$ cat config.mk
export PLATFORM = sky130hd
export DESIGN_NAME = binary_max_heap_core
export DESIGN_NICKNAME = d
export VERILOG_FILES = /design/src/rtl/bmh_pkg.sv /design/src/rtl/binary_max_heap_core.sv /design/src/rtl/bmh_engine.sv
export SDC_FILE = /design/constraint.sdc
export NUM_CORES = 2
export LEC_CHECK = 0
export BUFFER_PORTS_ARGS = -buffer_cell sky130_fd_sc_hd__buf_4
export CELL_PAD_IN_SITES_DETAIL_PLACEMENT = 0
export CELL_PAD_IN_SITES_GLOBAL_PLACEMENT = 1
export CORE_MARGIN = 8
export CORE_UTILIZATION = 47
export CTS_CLUSTER_SIZE = 40
export DETAILED_ROUTE_END_ITERATION = 8
export MAX_ROUTING_LAYER = met4
export PLACE_DENSITY_LB_ADDON = 0.05
export REMOVE_ABC_BUFFERS = 1
export SYNTH_ARGS = -nofsm -noshare
export SYNTH_HDL_FRONTEND = slang
export SYNTH_SLANG_ARGS = --single-unit
$ cat constraint.sdc
create_clock -name clk -period 9.1 [get_ports clk]
set_clock_uncertainty 0.1 [all_clocks]
set_input_delay 1.365 -clock clk [delete_from_list [all_inputs] [get_ports clk]]
set_output_delay 1.365 -clock clk [all_outputs]
set_load 0.02 [all_outputs]
$ cat src/rtl/bmh_pkg.sv
// Shared types and constants for the binary max-heap core.
package bmh_pkg;

    localparam int CAPACITY = 64;
    localparam int ADDR_W   = $clog2(CAPACITY);
    localparam int CNT_W    = ADDR_W + 1;
    localparam int CHILD_W  = CNT_W + 1;
    localparam int KEY_W    = 32;
    localparam int STAT_W   = 2;
    localparam int OUT_DATA_W = ((KEY_W + CNT_W + 7) / 8) * 8;

    localparam logic [CNT_W-1:0] FULL_COUNT = CNT_W'(CAPACITY);

    typedef enum logic {
        CMD_INSERT = 1'b0,
        CMD_REMOVE = 1'b1
    } cmd_t;

    typedef enum logic [STAT_W-1:0] {
        STAT_OK    = 2'd0,
        STAT_FULL  = 2'd1,
        STAT_EMPTY = 2'd2
    } status_t;

    typedef enum logic [3:0] {
        ST_IDLE,
        ST_UP_RD,
        ST_UP_CMP,
        ST_DN_LAST,
        ST_DN_LOAD,
        ST_DN_RD,
        ST_DN_CMP,
        ST_TOP_RD,
        ST_DONE
    } state_t;

    typedef struct packed {
        logic                    valid;
        cmd_t                    command;
        logic signed [KEY_W-1:0] value;
    } req_t;

    typedef struct packed {
        logic                    valid;
        logic signed [KEY_W-1:0] top_value;
        logic [CNT_W-1:0]        entry_total;
        status_t                 status;
    } rsp_t;

endpackage

$ cat src/rtl/binary_max_heap_core.sv
// Top level of the binary max-heap priority queue: stream ports and result register.
//
// Binary max-heap of up to 64 signed 32-bit keys in a single on-chip RAM
// (one write port, two registered read ports). A command beat with tuser=0
// inserts tdata as a key; tuser=1 removes the root. Each command yields one
// result beat with the root after the command (zero when empty), the entry
// count, and a status (ok, insert refused when full, remove refused when
// empty). One command is in flight at a time. An insert climbs the key
// from the new last slot towards the root; a remove moves the last entry
// to the root and sinks it, unless it takes the last entry. Each level is
// one RAM read state (UP_RD or DN_RD) plus one compare/write state (UP_CMP
// or DN_CMP). Every command, refused ones too, ends by reading the root
// (TOP_RD) before the result is offered (DONE). The result sits in an
// output register, so a new command is taken while it waits for tready.
// The RAM needs no clearing after reset: only entries below the count are
// ever used.
module binary_max_heap_core
(
    input  logic                              clk,
    input  logic                              rst_n,
    input  logic                              s_axis_tvalid,
    output logic                              s_axis_tready,
    // [31:0] value
    input  logic [bmh_pkg::KEY_W-1:0]         s_axis_tdata,
    // [0] command
    input  logic                              s_axis_tuser,
    output logic                              m_axis_tvalid,
    input  logic                              m_axis_tready,
    // [31:0] top_value, [38:32] entry_total, [39] zero
    output logic [bmh_pkg::OUT_DATA_W-1:0]    m_axis_tdata,
    // [1:0] status
    output logic [bmh_pkg::STAT_W-1:0]        m_axis_tuser
);

    bmh_pkg::req_t req;
    bmh_pkg::rsp_t rsp;
    logic          rsp_ready;

    logic                                  out_valid_reg;
    logic signed [bmh_pkg::KEY_W-1:0]      top_reg;
    logic [bmh_pkg::CNT_W-1:0]             total_reg;
    bmh_pkg::status_t                      status_reg;

    assign req.valid   = s_axis_tvalid;
    assign req.command = bmh_pkg::cmd_t'(s_axis_tuser);
    assign req.value   = s_axis_tdata;

    bmh_engine u_engine
    (
        .clk       (clk),
        .rst_n     (rst_n),
        .req       (req),
        .req_ready (s_axis_tready),
        .rsp       (rsp),
        .rsp_ready (rsp_ready)
    );

    // output register takes a result when empty or draining this cycle
    assign rsp_ready = !out_valid_reg || m_axis_tready;

    always_ff @(posedge clk or negedge rst_n)
    begin
        if (!rst_n)
        begin
            out_valid_reg <= 1'b0;
        end
        else if (rsp_ready)
        begin
            out_valid_reg <= rsp.valid;
        end
    end

    always_ff @(posedge clk)
    begin
        if (rsp_ready && rsp.valid)
        begin
            top_reg    <= rsp.top_value;
            total_reg  <= rsp.entry_total;
            status_reg <= rsp.status;
        end
    end

    assign m_axis_tvalid = out_valid_reg;
    assign m_axis_tdata  = bmh_pkg::OUT_DATA_W'({total_reg, top_reg});
    assign m_axis_tuser  = status_reg;

endmodule

$ cat src/rtl/bmh_engine.sv
// Heap storage and the sift-up / sift-down sequencer.
module bmh_engine
(
    input  logic          clk,
    input  logic          rst_n,
    input  bmh_pkg::req_t req,
    output logic          req_ready,
    output bmh_pkg::rsp_t rsp,
    input  logic          rsp_ready
);

    localparam logic [bmh_pkg::CNT_W-1:0] CNT_ONE = bmh_pkg::CNT_W'(1);

    logic signed [bmh_pkg::KEY_W-1:0] mem [bmh_pkg::CAPACITY];

    bmh_pkg::state_t state_reg, state_next;
    logic [bmh_pkg::CNT_W-1:0]  count_reg, count_next;
    logic [bmh_pkg::ADDR_W-1:0] pos_reg, pos_next;
    logic signed [bmh_pkg::KEY_W-1:0] key_reg, key_next;
    bmh_pkg::status_t status_reg, status_next;

    logic                               we, re;
    logic [bmh_pkg::ADDR_W-1:0]         waddr, raddr_a, raddr_b;
    logic signed [bmh_pkg::KEY_W-1:0]   wdata, rda, rdb;

    // child and parent addresses of the current position
    logic [bmh_pkg::ADDR_W-1:0]  pos_m1, parent;
    logic [bmh_pkg::CHILD_W-1:0] left, right, fill;
    logic                        pick_right;

    assign pos_m1     = pos_reg - 1'b1;
    assign parent     = {1'b0, pos_m1[bmh_pkg::ADDR_W-1:1]};
    assign left       = {1'b0, pos_reg, 1'b1};
    assign right      = left + 1'b1;
    assign fill       = {1'b0, count_reg};
    assign pick_right = (right < fill) && (rda < rdb);

    always_ff @(posedge clk)
    begin
        if (we)
        begin
            mem[waddr] <= wdata;
        end
        if (re)
        begin
            rda <= mem[raddr_a];
            rdb <= mem[raddr_b];
        end
    end

    always_ff @(posedge clk or negedge rst_n)
    begin
        if (!rst_n)
        begin
            state_reg  <= bmh_pkg::ST_IDLE;
            count_reg  <= '0;
            pos_reg    <= '0;
            status_reg <= bmh_pkg::STAT_OK;
        end
        else
        begin
            state_reg  <= state_next;
            count_reg  <= count_next;
            pos_reg    <= pos_next;
            status_reg <= status_next;
        end
    end

    always_ff @(posedge clk)
    begin
        key_reg <= key_next;
    end

    always_comb
    begin
        state_next  = state_reg;
        count_next  = count_reg;
        pos_next    = pos_reg;
        key_next    = key_reg;
        status_next = status_reg;
        we          = 1'b0;
        waddr       = pos_reg;
        wdata       = key_reg;
        re          = 1'b0;
        raddr_a     = pos_reg;
        raddr_b     = pos_reg;
        req_ready   = 1'b0;
        rsp.valid       = 1'b0;
        rsp.top_value   = (count_reg == '0) ? '0 : rda;
        rsp.entry_total = count_reg;
        rsp.status      = status_reg;

        case (state_reg)
            bmh_pkg::ST_IDLE:
            begin
                req_ready = 1'b1;
                if (req.valid)
                begin
                    status_next = bmh_pkg::STAT_OK;
                    if (req.command == bmh_pkg::CMD_INSERT)
                    begin
                        if (count_reg == bmh_pkg::FULL_COUNT)
                        begin
                            status_next = bmh_pkg::STAT_FULL;
                            state_next  = bmh_pkg::ST_TOP_RD;
                        end
                        else
                        begin
                            pos_next   = count_reg[bmh_pkg::ADDR_W-1:0];
                            key_next   = req.value;
                            count_next = count_reg + 1'b1;
                            state_next = bmh_pkg::ST_UP_RD;
                        end
                    end
                    else if (count_reg == '0)
                    begin
                        status_next = bmh_pkg::STAT_EMPTY;
                        state_next  = bmh_pkg::ST_TOP_RD;
                    end
                    else
                    begin
                        count_next = count_reg - 1'b1;
                        state_next = (count_reg == CNT_ONE) ? bmh_pkg::ST_TOP_RD
                                                            : bmh_pkg::ST_DN_LAST;
                    end
                end
            end
            bmh_pkg::ST_UP_RD:
            begin
                if (pos_reg == '0)
                begin
                    we         = 1'b1;
                    state_next = bmh_pkg::ST_TOP_RD;
                end
                else
                begin
                    re         = 1'b1;
                    raddr_a    = parent;
                    state_next = bmh_pkg::ST_UP_CMP;
                end
            end
            bmh_pkg::ST_UP_CMP:
            begin
                we = 1'b1;
                if (rda < key_reg)
                begin
                    wdata      = rda;
                    pos_next   = parent;
                    state_next = bmh_pkg::ST_UP_RD;
                end
                else
                begin
                    state_next = bmh_pkg::ST_TOP_RD;
                end
            end
            bmh_pkg::ST_DN_LAST:
            begin
                // count already dropped, so it addresses the old last entry
                re         = 1'b1;
                raddr_a    = count_reg[bmh_pkg::ADDR_W-1:0];
                state_next = bmh_pkg::ST_DN_LOAD;
            end
            bmh_pkg::ST_DN_LOAD:
            begin
                key_next   = rda;
                pos_next   = '0;
                state_next = bmh_pkg::ST_DN_RD;
            end
            bmh_pkg::ST_DN_RD:
            begin
                if (left >= fill)
                begin
                    we         = 1'b1;
                    state_next = bmh_pkg::ST_TOP_RD;
                end
                else
                begin
                    re         = 1'b1;
                    raddr_a    = left[bmh_pkg::ADDR_W-1:0];
                    raddr_b    = right[bmh_pkg::ADDR_W-1:0];
                    state_next = bmh_pkg::ST_DN_CMP;
                end
            end
            bmh_pkg::ST_DN_CMP:
            begin
                we = 1'b1;
                if (key_reg < (pick_right ? rdb : rda))
                begin
                    wdata      = pick_right ? rdb : rda;
                    pos_next   = pick_right ? right[bmh_pkg::ADDR_W-1:0]
                                            : left[bmh_pkg::ADDR_W-1:0];
                    state_next = bmh_pkg::ST_DN_RD;
                end
                else
                begin
                    state_next = bmh_pkg::ST_TOP_RD;
                end
            end
            bmh_pkg::ST_TOP_RD:
            begin
                re         = 1'b1;
                raddr_a    = '0;
                state_next = bmh_pkg::ST_DONE;
            end
            bmh_pkg::ST_DONE:
            begin
                rsp.valid = 1'b1;
                if (rsp_ready)
                begin
                    state_next = bmh_pkg::ST_IDLE;
                end
            end
            default:
            begin
                state_next = bmh_pkg::ST_IDLE;
            end
        endcase
    end

endmodule

==> results_dict.tcl <==
set metrics [dict create \
    worst_slew_pin_slew_ns 1.452 \
    grt_start_max_net_pins 150 \
    synthesis.area_um2 108400 \
    critPathMostFrequentCell "ha_1" \
    dr_wl_met2_mm 209.6 \
    cp_launch_type "flip-flop" \
    m1WireLength_mm 192.0 \
    cts.sinks 2205 \
    cts.hold.buffers_added 0 \
    routedWlPerCell_um 37.76 \
    slowest_cp_cell "o221ai_4" \
    timing_max_transition_violations_final 0 \
    setup_viol 0 \
    maxClockFrequency_mhz 119.4 \
    ys.flop_type "edfxtp_1" \
    cts_tree "yes" \
    slowest_delay_ns 1.06 \
    routed-wl-met3_mm 73.07 \
    totalWireLength_mm 500.8 \
    number_of_global_route_vias_before_repair 84080 \
    first_pass_grt_wire_length_mm 680.3 \
    yosys_register_bits 2205 \
    portion_of_the_post_synthesis_area_used_by_sequential_elements_pct 60.99 \
    critical_path_peak_fanout 31 \
    fillers 19920 \
    dr.first_iter.drc_count 16650 \
    detail_route.first_pass.iterations 7 \
    synth_cell_types 96 \
    timing.final.crit_share_pct 92.03 \
    number_of_enable_flip_flop_cells_after_synthesis 2185 \
    synth.largest_area_cell "edfxtp_1" \
    final_sum_of_negative_setup_slack_ns 0 \
    initial_core_util_pct 47.20 \
    drt_drc_violations_left 0 \
    floorplan.die.width_um 496.3 \
    tightest_hold_margin_ns 0.2585 \
    status "finished clean" \
    fp.dieH_um 496.3 \
    crit_path_cell_trace "ha_1, xor2_1, ha_1, nand3_1, nand2_1, a31oi_1, o21ai_4, a21oi_1, ha_1, and2_0, a221o_1, a221oi_1, o31ai_1, a21oi_1, mux2i_1, o21ai_1, nand2b_4, o221ai_4, buf_4" \
    die_area_um2 246300 \
    kind_of_critical_path "flip-flop to flip-flop" \
    largest_register_ffs 2048 \
    grt_use_total_pct 40.43 \
    cts-root-to-sink-buffers 3 \
    rsz0062_at_grt "no" \
    placement_rows 176 \
    maxCapViolations 0 \
    slew-limit-headroom_pct 3.175 \
    core_area_um2 229700 \
    highest_layer "met4" \
    registers.top_by_ff_count "u_engine.mem" \
    ant_nets 0 \
    num-nets-final 10150 \
    synth_top_area_share_pct 60.53 \
    synth_top_cells_by_area "edfxtp_1, nand2_1, nand3_1" \
    synth_most_common_cell "nand2_1" \
    portBuffers 79 \
    critPathRequiredTime_ns 9.69 \
    finalWorstPathRequiredPeriod_ns 8.375 \
    critical_path.top_delay_family "compound AO/OA/AOI/OAI gates" \
    drive_above_1_share_pct 10.56 \
    synth_top_cells_by_count "nand2_1, edfxtp_1, nand3_1, a21oi_1, clkbuf_1" \
    worst_setup_path_end_kind "flip-flop" \
    antenna_found_initial 29 \
    cts_setup_buffers 0 \
    via_per_inst 6.986 \
    io_pins 81 \
    clock_tree.root_cell "clkbuf_16" \
    hold_viol 0 \
    cp.arrival_ns 8.97 \
    timing.reg2reg.setup_slack_ns 0.73 \
    cts-htree-levels 4 \
    total_clock_buffers_created_by_cts 240 \
    syn-instance-count 10210 \
    post_cts.resized_instances 0 \
    synthesis.area_per_instance_um2 10.62 \
    ys_warn_count 0 \
    clkTransAtPathRegs_ns 0.07 \
    areaGrowthSynthToFinish_pct 12.00 \
    buffers_and_inverters_on_the_worst_path 1 \
    gpl.final_weighted_congestion 0.9739 \
    gr-total-overflow 0 \
    holdCritPathClass "primary input to asynchronous set/reset pin" \
    worst_skew_pair.late_latency_ns 0.91 \
    dp_hpwl_mm 286.4 \
    synth-async-reset-ratio_pct 0.9070 \
    detailed_route_via_count 92670 \
]
-- path summary, 6_finish.rpt --
path	from	endpoint	cells past startpoint
max in group asynchronous	rst_n	u_engine.pos_reg[1]$_DFFE_PN0P_	1
worst max-delay path	u_engine.pos_reg[0]$_DFFE_PN0P_	u_engine.mem[61][30]$_DFFE_PP_	19
worst max register to register	u_engine.pos_reg[0]$_DFFE_PN0P_	u_engine.mem[61][30]$_DFFE_PP_	19
min in group clk	u_engine.status_reg[0]$_DFFE_PN0P_	m_axis_tuser[0]$_DFFE_PP_	0
worst min-delay path	rst_n	u_engine.pos_reg[3]$_DFFE_PN0P_	1
worst min register to register	u_engine.status_reg[0]$_DFFE_PN0P_	m_axis_tuser[0]$_DFFE_PP_	0
-- cells by family (layout without fill, tap and decap cells) --
logic type / after synthesis / count (layout) / share of synthesized area, %
AO/OA/AOI/OAI: 1995 / 1995 / 12.98
XOR/XNOR: 19 / 19 / 0.1535
adder cells (fa/ha/maj): 110 / 110 / 1.270
buffers and inverters: 943 / 951 / 3.767
flip-flops: 2205 / 2205 / 60.99
multiplexers: 136 / 136 / 1.331
other: 1 / 26 / 0.003459
AND/OR/NAND/NOR: 4797 / 4797 / 19.51
-- layout make-up --
class	count	area, um2	area share, %
diodes	25	62.56	0.05153
clock buffers	291	6240	5.140
clock inverters	163	1546	1.274
inverters	83	316.6	0.2607
multi-input cells	7058	39540	32.57
flip-flops and latches	2205	66120	54.46
well taps	3026	3786	3.119
repair buffers	414	3796	3.127
-- per-layer routing --
layer,track usage [%],vias up
li1,-,37880
met1,54.07,45990
met2,56.23,7414
met3,13.23,1383
met4,17.84,0
met5,-,-
-- cells in the final DEF (no fill, tap or decap), types with 53 or more instances in the layout --
cell type     n
a211o_1      65
a211oi_1    107
a21oi_1     578
a221oi_1    177
a311oi_1    124
a31oi_1     127
and3_1      210
buf_12       55
buf_4       359
clkbuf_16   242
clkinv_1     54
clkinv_2     53
edfxtp_1   2185
ha_1        110
inv_1        82
mux2i_1      94
nand2_1    2699
nand3_1    1246
nand4_1      76
nor2_1      173
nor2_4       68
nor2b_1      66
nor4_1      100
o211ai_1     69
o21ai_0     205
o221a_2      61
o221ai_1    136
o22ai_1     152
-- per-stage QoR --
stage                     std cells  setup WS [ns]  instance area [um2]  util [%]
after global routing          13260         0.5310               121400     52.85
after detailed placement      12790         0.9846               113600     49.44
after global placement        12780         0.9301               113500     49.43
after CTS                     13240         0.9216               121300     52.83
final                         13270         0.7252               121400     52.86
after floorplan                9346         -29.12               104600         -
Power is left out: the tool's default activity adds up to more than one toggle a clock period on the data nets, which glitch-free logic cannot reach.
